File: config.mk
export PLATFORM = sky130hd
export DESIGN_NAME = speed_pid_position_mover
export DESIGN_NICKNAME = d
export VERILOG_FILES = /design/src/sv/spm_pkg.sv /design/src/sv/speed_pid_position_mover.sv /design/src/sv/spm_mul.sv /design/src/sv/spm_div.sv
export SDC_FILE = /design/constraint.sdc
export NUM_CORES = 2
export LEC_CHECK = 0
export BUFFER_PORTS_ARGS = -buffer_cell sky130_fd_sc_hd__buf_2
export CORE_MARGIN = 3
export CORE_UTILIZATION = 61
export CTS_CLUSTER_DIAMETER = 60
export DETAILED_ROUTE_END_ITERATION = 7
export GPL_TIMING_DRIVEN = 0
export PLACE_DENSITY = 0.84
export SETUP_SLACK_MARGIN = 0.4
export SYNTH_ARGS = -nofsm -noshare
export SYNTH_HDL_FRONTEND = slang
export SYNTH_HIERARCHICAL = 1
export SYNTH_SLANG_ARGS = --single-unit
File: constraint.sdc
create_clock -name clk_i -period 10.05 [get_ports clk_i]
set_input_delay 1.005 -clock clk_i [delete_from_list [all_inputs] [get_ports clk_i]]
set_output_delay 1.005 -clock clk_i [all_outputs]
set_load 0.005 [all_outputs]
File: src/sv/spm_pkg.sv
package spm_pkg;

  localparam int unsigned MaxSteps = 200;

  typedef enum logic [2:0] {
    RegTarget   = 3'd0,
    RegTol      = 3'd1,
    RegStart    = 3'd2,
    RegDutyMin  = 3'd3,
    RegDutyMax  = 3'd4,
    RegGainP    = 3'd5,
    RegGainI    = 3'd6,
    RegGainD    = 3'd7
  } reg_idx_e;

  typedef enum logic [1:0] {
    StMoving  = 2'd0,
    StReached = 2'd1,
    StLimit   = 2'd2,
    StIdle    = 2'd3
  } status_e;

  // Sequencer phases
  typedef enum logic [3:0] {
    PhIdle,
    PhDiv,
    PhAvg,
    PhMul,
    PhPidA,
    PhPidB,
    PhPidC,
    PhPidD,
    PhDuty,
    PhOut
  } phase_e;

  // Request to the serial multiplier, and its status
  typedef struct packed {
    logic               start;
    logic signed [31:0] a;
    logic        [15:0] b;
  } mul_req_t;

  typedef struct packed {
    logic               busy;
    logic               done;
    logic signed [47:0] prod;
  } mul_rsp_t;

  // Request to the serial divider, and its status
  typedef struct packed {
    logic        start;
    logic [22:0] num;
    logic [31:0] den;
  } div_req_t;

  typedef struct packed {
    logic        busy;
    logic        done;
    logic [22:0] quo;
  } div_rsp_t;

endpackage

File: src/sv/speed_pid_position_mover.sv
// Closed-loop speed mover. A start item (kind 0) latches direction and stop level, and its
// result is valid in the cycle after acceptance; the same holds for a sample item (kind 1)
// while the mover is idle or once it has arrived. Any other sample runs a serial divide for
// the speed (23 quotient bits) and the average, then six serial multiplies on a shared
// shift-add unit (one bit per cycle) for the lead-lag filter and the PID sum, then clamping
// and output. One item is in work at a time; the result sits in an output register and
// in_stall_o stays high until it is taken.
module speed_pid_position_mover (
  input  logic        clk_i,
  input  logic        rst_ni,
  input  logic        in_valid_i,
  output logic        in_stall_o,
  input  logic        kind_i,
  input  logic [15:0] position_i,
  input  logic [31:0] tick_i,
  output logic        out_valid_o,
  input  logic        out_stall_i,
  output logic [15:0] duty_cycle_o,
  output logic        drive_on_o,
  output logic        direction_o,
  output logic [1:0]  status_o,
  input  logic        cfg_we_i,
  input  logic [2:0]  cfg_idx_i,
  input  logic [15:0] cfg_data_i
);
  import spm_pkg::*;

  // Configuration
  logic [15:0] target_q, tol_q, start_q, dmin_q, dmax_q;
  logic [14:0] kp_q, ki_q, kd_q;

  // Mover state
  logic               active_q, active_d, up_q, up_d;
  logic [15:0]        stop_q, stop_d, ppos_q, ppos_d, avg_q, avg_d, duty_q, duty_d;
  logic [31:0]        ptick_q, ptick_d;
  logic [10:0]        goal_q, goal_d;
  logic [7:0]         steps_q, steps_d;
  logic signed [10:0] integ_q, integ_d;
  logic signed [23:0] filt_q, filt_d;

  // Work registers
  phase_e             ph_q, ph_d;
  logic [2:0]         mstep_q, mstep_d;
  logic [15:0]        pos_q, pos_d;
  logic [31:0]        tk_q, tk_d;
  logic signed [9:0]  err_q, err_d;
  logic signed [23:0] x_q, x_d;
  logic signed [9:0]  dd_q, dd_d;
  logic signed [47:0] acc_q, acc_d;
  logic signed [5:0]  pid_q, pid_d;
  logic               ov_q, ov_d, od_q, od_d, odir_q, odir_d;
  logic [1:0]         ost_q, ost_d;
  logic [15:0]        oduty_q, oduty_d;

  mul_req_t mreq;
  mul_rsp_t mrsp;
  div_req_t dreq;
  div_rsp_t drsp;

  spm_mul u_mul (.clk_i, .rst_ni, .req_i(mreq), .rsp_o(mrsp));
  spm_div u_div (.clk_i, .rst_ni, .req_i(dreq), .rsp_o(drsp));

  logic               take, out_free, arrived;
  logic [15:0]        gap, dpos;
  logic [31:0]        dt;
  logic [14:0]        spd;
  logic signed [16:0] avg_sum;
  logic signed [16:0] err_raw;
  logic signed [9:0]  err_sat;
  logic signed [12:0] int_raw;
  logic signed [47:0] q15;
  logic signed [31:0] sum_s;
  logic [31:0]        sum_mag;
  logic [15:0]        tenths;
  logic [4:0]         quo10;
  logic signed [5:0]  sum_div;
  logic signed [17:0] duty_sum;
  logic [6:0]         dclamp;

  assign out_free   = !ov_q || !out_stall_i;
  assign in_stall_o = (ph_q != PhIdle) || ov_q;
  assign take       = in_valid_i && !in_stall_o;

  assign arrived = up_q ? (position_i >= stop_q) : (position_i <= stop_q);
  assign gap     = (target_q > pos_q) ? target_q - pos_q : pos_q - target_q;
  assign dpos    = (pos_q > ppos_q) ? pos_q - ppos_q : ppos_q - pos_q;
  assign dt      = (tk_q > ptick_q) ? tk_q - ptick_q : ptick_q - tk_q;
  assign dclamp  = (gap < 16'd40) ? 7'd40 : 7'(gap);
  assign spd     = (drsp.quo > 23'd32767) ? 15'h7fff : drsp.quo[14:0];

  // Floor shift of the accumulator by 15
  assign q15  = acc_q >>> 15;

  // Divide the PID sum by ten toward zero; anything past 209 saturates anyway
  assign sum_s   = 32'(q15);
  assign sum_mag = sum_s[31] ? 32'(-sum_s) : 32'(sum_s);
  assign tenths  = 16'(sum_mag[7:0]) * 16'd205;
  assign quo10   = (sum_mag > 32'd209) ? 5'd20 : tenths[15:11];
  assign sum_div = sum_s[31] ? -$signed({1'b0, quo10}) : $signed({1'b0, quo10});

  assign avg_sum = 17'(avg_q) + 17'(spd);
  assign err_raw = $signed({6'b0, goal_q}) - $signed({1'b0, avg_q});
  assign err_sat = (err_raw > 17'sd400) ? 10'sd400 :
                   (err_raw < -17'sd400) ? -10'sd400 : 10'(err_raw);
  assign int_raw = 13'(integ_q) + 13'(err_q);
  assign duty_sum = 18'($signed({2'b0, duty_q})) + 18'(pid_q);

  // Drive the serial units
  always_comb begin
    mreq = '0;
    dreq = '0;
    if (ph_q == PhDiv && !drsp.busy && !drsp.done) begin
      dreq.start = 1'b1;
      dreq.num   = 23'(dpos) * 23'd100;
      dreq.den   = (dt == 32'd0) ? 32'd1 : dt;
    end
    if (ph_q == PhMul && !mrsp.busy && !mrsp.done) begin
      mreq.start = 1'b1;
      case (mstep_q)
        3'd0:    begin mreq.a = 32'(err_sat); mreq.b = 16'd32767; end
        3'd1:    begin mreq.a = 32'(filt_q);  mreq.b = 16'd29261; end
        3'd2:    begin mreq.a = 32'(x_q - filt_q); mreq.b = 16'd32767; end
        3'd3:    begin mreq.a = 32'(err_q);   mreq.b = {1'b0, kp_q}; end
        3'd4:    begin mreq.a = 32'(integ_q); mreq.b = {1'b0, ki_q}; end
        default: begin mreq.a = 32'(dd_q);    mreq.b = {1'b0, kd_q}; end
      endcase
    end
  end

  // Next state of the sequencer
  always_comb begin
    ph_d = ph_q;
    case (ph_q)
      PhIdle: if (take && kind_i && active_q && !arrived) ph_d = PhDiv;
      PhDiv:  if (drsp.done) ph_d = PhAvg;
      PhAvg:  ph_d = PhMul;
      PhMul:  if (mrsp.done) begin
        case (mstep_q)
          3'd1:    ph_d = PhPidA;
          3'd2:    ph_d = PhPidB;
          3'd5:    ph_d = PhPidC;
          default: ph_d = PhMul;
        endcase
      end
      PhPidA: ph_d = PhMul;
      PhPidB: ph_d = PhMul;
      PhPidC: ph_d = PhPidD;
      PhPidD: ph_d = PhDuty;
      PhDuty: ph_d = PhOut;
      PhOut:  if (out_free) ph_d = PhIdle;
      default: ph_d = PhIdle;
    endcase
  end

  // Datapath updates
  always_comb begin
    active_d = active_q; up_d = up_q; stop_d = stop_q; ppos_d = ppos_q;
    avg_d = avg_q; duty_d = duty_q; ptick_d = ptick_q; goal_d = goal_q;
    steps_d = steps_q; integ_d = integ_q; filt_d = filt_q;
    mstep_d = mstep_q; pos_d = pos_q; tk_d = tk_q; err_d = err_q;
    x_d = x_q; dd_d = dd_q; acc_d = acc_q; pid_d = pid_q;
    ov_d = ov_q; od_d = od_q; odir_d = odir_q; ost_d = ost_q; oduty_d = oduty_q;

    if (ov_q && !out_stall_i) ov_d = 1'b0;

    case (ph_q)
      PhIdle: if (take) begin
        pos_d = position_i;
        tk_d  = tick_i;
        if (!kind_i) begin
          up_d     = target_q > position_i;
          stop_d   = (target_q > position_i) ? target_q - tol_q : target_q + tol_q;
          integ_d  = '0;
          filt_d   = '0;
          avg_d    = '0;
          goal_d   = 11'd1000;
          duty_d   = start_q;
          steps_d  = 8'(MaxSteps);
          ppos_d   = position_i;
          ptick_d  = tick_i;
          active_d = 1'b1;
          ov_d = 1'b1; od_d = 1'b1; odir_d = target_q > position_i;
          ost_d = StMoving; oduty_d = start_q;
        end else if (!active_q) begin
          ov_d = 1'b1; od_d = 1'b0; odir_d = up_q; ost_d = StIdle; oduty_d = duty_q;
        end else if (arrived) begin
          active_d = 1'b0;
          ov_d = 1'b1; od_d = 1'b0; odir_d = up_q; ost_d = StReached; oduty_d = duty_q;
        end
      end
      PhAvg: begin
        if (gap < 16'd100) goal_d = 11'(dclamp) * 11'd10;
        avg_d = 16'(avg_sum[16:1]);
        mstep_d = 3'd0;
        acc_d   = '0;
      end
      PhMul: begin
        // error is ready once goal and average are in
        if (mstep_q == 3'd0 && !mrsp.busy && !mrsp.done) err_d = err_sat;
        if (mstep_q == 3'd3 && !mrsp.busy && !mrsp.done) begin
          if (int_raw > 13'sd1000)       integ_d = 11'sd1000;
          else if (int_raw < -13'sd1000) integ_d = -11'sd1000;
          else                           integ_d = 11'(int_raw);
        end
        if (mrsp.done) begin
          acc_d   = acc_q + mrsp.prod;
          mstep_d = mstep_q + 3'd1;
        end
      end
      PhPidA: begin
        x_d   = 24'(q15);
        acc_d = '0;
      end
      PhPidB: begin
        if (q15 > 48'sd400)       dd_d = 10'sd400;
        else if (q15 < -48'sd400) dd_d = -10'sd400;
        else                      dd_d = 10'(q15);
        filt_d = x_q;
        acc_d  = '0;
      end
      PhPidC: begin
        pid_d = sum_div;
      end
      PhPidD: ;
      PhDuty: begin
        if (duty_sum < $signed({2'b0, dmin_q}))      duty_d = dmin_q;
        else if (duty_sum > $signed({2'b0, dmax_q})) duty_d = dmax_q;
        else                                          duty_d = duty_sum[15:0];
        ppos_d  = pos_q;
        ptick_d = tk_q;
        if (steps_q != 8'd0) steps_d = steps_q - 8'd1;
      end
      PhOut: if (out_free) begin
        ov_d = 1'b1; oduty_d = duty_q; odir_d = up_q;
        if (steps_q == 8'd0) begin
          active_d = 1'b0; od_d = 1'b0; ost_d = StLimit;
        end else begin
          od_d = 1'b1; ost_d = StMoving;
        end
      end
      default: ;
    endcase
  end

  // Configuration writes
  always_ff @(posedge clk_i or negedge rst_ni) begin
    if (!rst_ni) begin
      target_q <= 16'd0; tol_q <= 16'd1; start_q <= 16'd144;
      dmin_q <= 16'd0; dmax_q <= 16'd1000;
      kp_q <= 15'd15000; ki_q <= 15'd2768; kd_q <= 15'd15000;
    end else if (cfg_we_i) begin
      case (reg_idx_e'(cfg_idx_i))
        RegTarget:  target_q <= cfg_data_i;
        RegTol:     tol_q    <= cfg_data_i;
        RegStart:   start_q  <= cfg_data_i;
        RegDutyMin: dmin_q   <= cfg_data_i;
        RegDutyMax: dmax_q   <= cfg_data_i;
        RegGainP:   kp_q     <= cfg_data_i[14:0];
        RegGainI:   ki_q     <= cfg_data_i[14:0];
        RegGainD:   kd_q     <= cfg_data_i[14:0];
        default: ;
      endcase
    end
  end

  // Control and mover state
  always_ff @(posedge clk_i or negedge rst_ni) begin
    if (!rst_ni) begin
      ph_q <= PhIdle; active_q <= 1'b0; up_q <= 1'b0; stop_q <= '0; ppos_q <= '0;
      avg_q <= '0; duty_q <= '0; ptick_q <= '0; goal_q <= 11'd1000; steps_q <= '0;
      integ_q <= '0; filt_q <= '0; mstep_q <= '0; ov_q <= 1'b0;
    end else begin
      ph_q <= ph_d; active_q <= active_d; up_q <= up_d; stop_q <= stop_d;
      ppos_q <= ppos_d; avg_q <= avg_d; duty_q <= duty_d; ptick_q <= ptick_d;
      goal_q <= goal_d; steps_q <= steps_d; integ_q <= integ_d; filt_q <= filt_d;
      mstep_q <= mstep_d; ov_q <= ov_d;
    end
  end

  // Payload registers
  always_ff @(posedge clk_i) begin
    pos_q <= pos_d; tk_q <= tk_d; err_q <= err_d; x_q <= x_d; dd_q <= dd_d;
    acc_q <= acc_d; pid_q <= pid_d; od_q <= od_d; odir_q <= odir_d;
    ost_q <= ost_d; oduty_q <= oduty_d;
  end

  assign out_valid_o  = ov_q;
  assign duty_cycle_o = oduty_q;
  assign drive_on_o   = od_q;
  assign direction_o  = odir_q;
  assign status_o     = ost_q;
endmodule

File: src/sv/spm_mul.sv
// Shift-add multiplier: signed a times unsigned b, one bit of b per cycle.
module spm_mul (
  input  logic              clk_i,
  input  logic              rst_ni,
  input  spm_pkg::mul_req_t req_i,
  output spm_pkg::mul_rsp_t rsp_o
);
  import spm_pkg::*;

  logic               busy_q, busy_d, done_q, done_d;
  logic [4:0]         cnt_q, cnt_d;
  logic signed [47:0] acc_q, acc_d, mcand_q, mcand_d;
  logic [15:0]        mplier_q, mplier_d;

  // Add one partial product per cycle
  always_comb begin
    busy_d   = busy_q;
    done_d   = 1'b0;
    cnt_d    = cnt_q;
    acc_d    = acc_q;
    mcand_d  = mcand_q;
    mplier_d = mplier_q;
    if (req_i.start) begin
      busy_d   = 1'b1;
      cnt_d    = 5'd0;
      acc_d    = '0;
      mcand_d  = 48'(req_i.a);
      mplier_d = req_i.b;
    end else if (busy_q) begin
      if (mplier_q[0]) acc_d = acc_q + mcand_q;
      mcand_d  = mcand_q <<< 1;
      mplier_d = mplier_q >> 1;
      cnt_d    = cnt_q + 5'd1;
      if (cnt_q == 5'd15) begin
        busy_d = 1'b0;
        done_d = 1'b1;
      end
    end
  end

  always_ff @(posedge clk_i or negedge rst_ni) begin
    if (!rst_ni) begin
      busy_q <= 1'b0;
      done_q <= 1'b0;
      cnt_q  <= '0;
    end else begin
      busy_q <= busy_d;
      done_q <= done_d;
      cnt_q  <= cnt_d;
    end
  end

  always_ff @(posedge clk_i) begin
    acc_q    <= acc_d;
    mcand_q  <= mcand_d;
    mplier_q <= mplier_d;
  end

  assign rsp_o.busy = busy_q;
  assign rsp_o.done = done_q;
  assign rsp_o.prod = acc_q;
endmodule

File: src/sv/spm_div.sv
// Restoring divider: one quotient bit per cycle.
module spm_div (
  input  logic              clk_i,
  input  logic              rst_ni,
  input  spm_pkg::div_req_t req_i,
  output spm_pkg::div_rsp_t rsp_o
);
  import spm_pkg::*;

  logic        busy_q, busy_d, done_q, done_d;
  logic [4:0]  cnt_q, cnt_d;
  logic [22:0] quo_q, quo_d;
  logic [31:0] rem_q, rem_d, den_q, den_d;
  logic [32:0] trial;

  // Shift in one numerator bit, subtract when it fits
  always_comb begin
    busy_d = busy_q;
    done_d = 1'b0;
    cnt_d  = cnt_q;
    quo_d  = quo_q;
    rem_d  = rem_q;
    den_d  = den_q;
    trial  = {rem_q, quo_q[22]} - {1'b0, den_q};
    if (req_i.start) begin
      busy_d = 1'b1;
      cnt_d  = 5'd0;
      quo_d  = req_i.num;
      rem_d  = '0;
      den_d  = req_i.den;
    end else if (busy_q) begin
      if (!trial[32]) begin
        rem_d = trial[31:0];
        quo_d = {quo_q[21:0], 1'b1};
      end else begin
        rem_d = {rem_q[30:0], quo_q[22]};
        quo_d = {quo_q[21:0], 1'b0};
      end
      cnt_d = cnt_q + 5'd1;
      if (cnt_q == 5'd22) begin
        busy_d = 1'b0;
        done_d = 1'b1;
      end
    end
  end

  always_ff @(posedge clk_i or negedge rst_ni) begin
    if (!rst_ni) begin
      busy_q <= 1'b0;
      done_q <= 1'b0;
      cnt_q  <= '0;
    end else begin
      busy_q <= busy_d;
      done_q <= done_d;
      cnt_q  <= cnt_d;
    end
  end

  always_ff @(posedge clk_i) begin
    quo_q <= quo_d;
    rem_q <= rem_d;
    den_q <= den_d;
  end

  assign rsp_o.busy = busy_q;
  assign rsp_o.done = done_q;
  assign rsp_o.quo  = quo_q;
endmodule

Word-level counts from Yosys, hierarchy flattened
Cells that the tools add are included.
- register bits: 664
- input port bits: 73
- output and inout bits: 22
- logic and storage cells: 314
- add/sub/neg operators: 22
- multipliers: 3
- magnitude comparators: 18
- eq/ne operators: 34
- muxes and demuxes: 122
- bitwise gates (word level): 2
- reductions and logical operators: 65
- operator list (kind ; number):
    2-to-1 mux 16 bit ; 18
    one-hot mux 48 bit (5 select lines) ; 1
    2-to-1 mux 32 bit ; 6
    2-to-1 mux 48 bit ; 3
    one-hot mux 16 bit (2 select lines) ; 4
    adder 48 bit ; 2
    one-hot mux 48 bit (2 select lines) ; 1
    2-to-1 mux 11 bit ; 8
    subtractor 16 bit ; 5
    one-hot mux 32 bit (2 select lines) ; 1
    subtractor 32 bit ; 2
    2-to-1 mux 56 bit ; 1
    2-to-1 mux 49 bit ; 1
    > comparator 16 bit ; 3
    2-to-1 mux 24 bit ; 2
    one-hot mux 24 bit (2 select lines) ; 1
    2-to-1 mux 23 bit ; 2
    one-hot mux 11 bit (2 select lines) ; 2
    2-to-1 mux 1 bit ; 37
    > comparator 33 x 10 -> 1 bit, second input constant ; 1
    < comparator 33 x 10 -> 1 bit, second input constant ; 1
    subtractor 33 x 32 -> 33 bit ; 1
    > comparator 32 bit ; 1
    > comparator 32 x 8 -> 1 bit, second input constant ; 1
    other kinds (67) ; 161

Depth between registers and ports, before layout
- depth in word-level cells: 9
- gate-level depth with buffers: 34

Modules after synthesis
Netlist, hierarchy kept.
- modules (own cells, without submodules) (module ; times used ; cells each ; area an instance (µm²)):
    speed_pid_position_mover ; 1 ; 4246 ; 37708.7
    spm_mul ; 1 ; 797 ; 7487.2
    spm_div ; 1 ; 601 ; 5688.0

Worst setup path before layout
OpenSTA, ideal clock, no wires.
- path type: register to register
- from: register pos_q[2]
- to: register u_div.quo_q[22], data pin
- arrival time: 6506 ps
- data required time: 9790 ps
- setup slack: 3285 ps
- cell stages (with the launch flop): 33
- buffers on the path: 3
- period minus slack after synthesis: 6765 ps
- cell sequence: edfxtp_1 > ha_1 > clkbuf_1 > a21o_1 > a21o_1 > a21o_1 > a21oi_1 > o21a_1 > nand2b_1 > a21oi_1 > clkbuf_1 > buf_1 > mux2i_1 > xnor2_1 > ha_1 > ha_1 > inv_1 > fa_1 > inv_1 > ha_1 > inv_1 > o21bai_1 > a21o_1 > a21oi_1 > nor2b_1 > o21a_1 > o31ai_1 > a21oi_1 > a211o_1 > a21oi_1 > xor2_1 > nor2_1 > mux2_2
- RTL lines (item ; RTL line ; RTL):
    start, declared ; speed_pid_position_mover.sv:44 ; logic [15:0] pos_q, pos_d;
    start signal, assigned ; speed_pid_position_mover.sv:282 ; pos_q <= pos_d; tk_q <= tk_d; err_q <= err_d; x_q <= x_d; dd_q <= dd_d;
    end signal, assigned ; spm_div.sv:60 ; quo_q <= quo_d;
    end, declared ; spm_div.sv:12 ; logic [22:0] quo_q, quo_d;

==> results.tsv <==
metric	value	unit
rrSetupSlack	1760	ps
antenna_found_initial	18	
ctsRootBufferMaster	clkbuf_16	
vias	44900	
synth_edf_count	285	
numCtsBuffers	79	
syn-instance-count	5644	
hold_path.class	input port to async pin	
drive_gt1_share	9.79	%
syn_to_final_growth	9.56	%
postSynth.asyncResetShare	44.9	%
worst_pin_slew	1350	ps
clk_latency	660	ps
p_per_area	404	mW/mm2
fin_worst_skew	51.6	ps
detail-route-antenna-nets	0	
num_io_pins	95	
power_leakage	24.9	nW
crit_path_end_kind	flip-flop	
via_per_inst	6.43	
routedWlPerCell	21.2	um
drv_cap	0	
crit_path_frequent_cell	a21oi_1	
cts_hold_buf	0	
synth_cell_types	114	
core_area	0.0824	mm2
cts_tree	built	
rows	105	
reg2reg_from	pos_q[9]$_DFFE_PP_	
register_area	0.0177	mm2
initial_core_util	61.8	%
slew_viol_final	0	
tns	0	ps
crit_required	10420	ps
ys_ff_latch	663	
htreeDepth	3	
reg2reg_depth	32	
synth_area_per_cell	9.02	um2
grt_pass1_vias	43300	
multi_input_area	0.0304	mm2
rr_endpoint	u_div/quo_q[22]$_DFFE_PP_	
slowest_stage	buf_1	
dieArea	0.0869	mm2
gp_congestion	0.993	
postCtsSetupBuffers	0	
synth-main-ff-cell	edfxtp_1	
die_w	295	um
numClockSinks	663	
setup_ws	1760	ps
grtUsageTotal	33.4	%
grt_start_max_net_pins	106	
syn_area	0.0509	mm2
ys_seq_area_share	34.7	%
grt_pass1_wl	232000	um
portBuffers	89	
grt_setup_unrepaired	false	
drtIter0Drc	4430	
cts_buffer_depth	3	
finalNetCount	6462	
fillers	6330	
firstDrtPassIters	7	
period_share	82.5	%
status	complete, no violations	
drt-total-wl	148000	um
finalWorstPathRequiredPeriod	8290	ps
yosysWarnings	6	
crit_fanout	10	
hpwl	112000	um
crit_type	flip-flop to flip-flop	
cp.arrival	8660	ps
path_clk_slew	60	ps
grt-ovfl-total	0	
cts_resized	0	
setup_viol	0	
dp_slack	2060	ps
cpPeakStageDelay	570	ps
start_kind	flip-flop	
slew-limit-headroom	9.32	%
drcViolationCount	0	
die_h	295	um
ir_drop	0.000828	V
finalHoldViolCount	0	
fmax	121	MHz
sequential cells by signal (all words and copies together) (netlist names), 23 cells and up:
signal         flops
x_q               24
filt_q            24
acc_q             48
u_mul/mcand_q     48
ptick_q           32
tk_q              32
u_div/rem_q       32
u_mul/acc_q       48
u_div/quo_q       23
u_div/den_q       32
per-stage QoR:
stage / hold slack, ps / cells / instance area [um2] / power, mW / utilization, %
after CTS: 115 / 6961 / 55700 / 22.2 / 67.6
after detailed placement: 468 / 6813 / 52900 / 19.1 / 64.2
final: 134 / 6978 / 55700 / 22.5 / 67.7
after floorplan: 449 / 5646 / 50900 / 15.6 / -
after global routing: 125 / 6966 / 55700 / 24.4 / 67.6
after global placement: 461 / 6805 / 52700 / 18.5 / 63.9
power by group:
part	leakage (nW)	internal [mW]	switching, mW
clock network	1.36	1.77	1.28
logic	16.5	6.11	8.79
registers	6.98	3.86	0.677
total	24.9	11.7	10.8
cell usage after synthesis, types with 27 or more instances:
cell type | number | share of area, %
or2_2 | 37 | 0.45
mux2i_1 | 45 | 0.89
nand4_1 | 71 | 0.87
xor2_1 | 125 | 2.2
fa_1 | 38 | 1.5
o22ai_1 | 29 | 0.36
nor2_1 | 415 | 3.1
nand2_1 | 514 | 3.8
a21o_1 | 186 | 2.7
nand2b_1 | 46 | 0.57
inv_1 | 471 | 3.5
o31ai_1 | 52 | 0.77
dfrtp_1 | 264 | 13
or3_1 | 35 | 0.43
a221oi_1 | 32 | 0.55
o21ai_0 | 326 | 3.2
dfstp_2 | 34 | 1.8
dfxtp_1 | 80 | 3.1
mux2_2 | 190 | 4.2
nand3_1 | 83 | 0.82
xnor2_1 | 165 | 2.8
edfxtp_1 | 285 | 17
nor3_1 | 97 | 0.95
a311oi_1 | 34 | 0.59
a31oi_1 | 110 | 1.4
o211ai_1 | 27 | 0.40
o21bai_1 | 50 | 0.74
o21a_1 | 50 | 0.74
nor2b_1 | 64 | 0.79
and3_1 | 40 | 0.49
clkbuf_1 | 205 | 1.5
and2_1 | 46 | 0.57
ha_1 | 526 | 13
a211oi_1 | 47 | 0.69
a21oi_1 | 423 | 4.2
how the worst max path moves through the flow:
stage          slack (ps)                        end           startpoint  cells after the start
5_1_grt              1240  u_div/quo_q[22]$_DFFE_PP_  pos_q[12]$_DFFE_PP_                     29
3_5_place_dp         2060  u_div/quo_q[22]$_DFFE_PP_  pos_q[12]$_DFFE_PP_                     29
6_report             1760  u_div/quo_q[22]$_DFFE_PP_   pos_q[9]$_DFFE_PP_                     32
2_1_floorplan        3280  u_div/quo_q[22]$_DFFE_PP_   pos_q[2]$_DFFE_PP_                     32
4_1_cts              1890  u_div/quo_q[22]$_DFFE_PP_   pos_q[9]$_DFFE_PP_                     32
3_3_place_gp         2120        kd_q[5]$_DFFE_PN0P_               rst_ni                      1
critical path: cells and delay by family, from the launching register on:
family          cells  cell delay, ps
compound gates     15            3050
fa+ha+maj           5            1710
buf+inv             6            1630
xor+xnor            2             510
mux                 2             480
flops               1             460
simple gates        2             160
logic make-up after synthesis:
group | share of synthesized area [%]
buf+inv | 5.62
xor+xnor | 5.02
fa+ha+maj | 14.5
simple gates | 14.6
other cells | 0.00737
mux | 5.11
compound gates | 20.4
flops | 34.7
layout make-up:
type,count,area share (%)
Antenna cell,16,0.0718
Buffer,256,1.93
Clock buffer,103,4.04
Clock inverter,45,0.990
Inverter,475,3.20
Multi-Input combinational cell,4252,54.5
Sequential cell,663,31.7
Tap cell,1070,2.40
Timing Repair Buffer,98,1.16
cell usage in the layout, fill, tap and decap left out, drive strengths merged, types with 52 or more instances in the layout:
cell type	count
ha	526
edfxtp	285
a31oi	111
nor2	416
o21ai	337
nand4	71
a21oi	423
buf	147
inv	480
dfxtp	80
xor2	126
o31ai	52
nor2b	64
xnor2	165
nor3	100
a21o	187
clkbuf	310
nand3	84
mux2	191
dfrtp	264
nand2	514
metal layers:
metal / vias to the layer above / GRT usage, % / part of all wire (%)
li1: 20800 / - / -
met1: 21500 / 43.9 / 41
met2: 2147 / 53.9 / 45
met3: 440 / 6.38 / 9.3
met4: 8 / 14.3 / 4.5
met5: - / 0 / 0.033
Power figures use the tool's default switching activity.
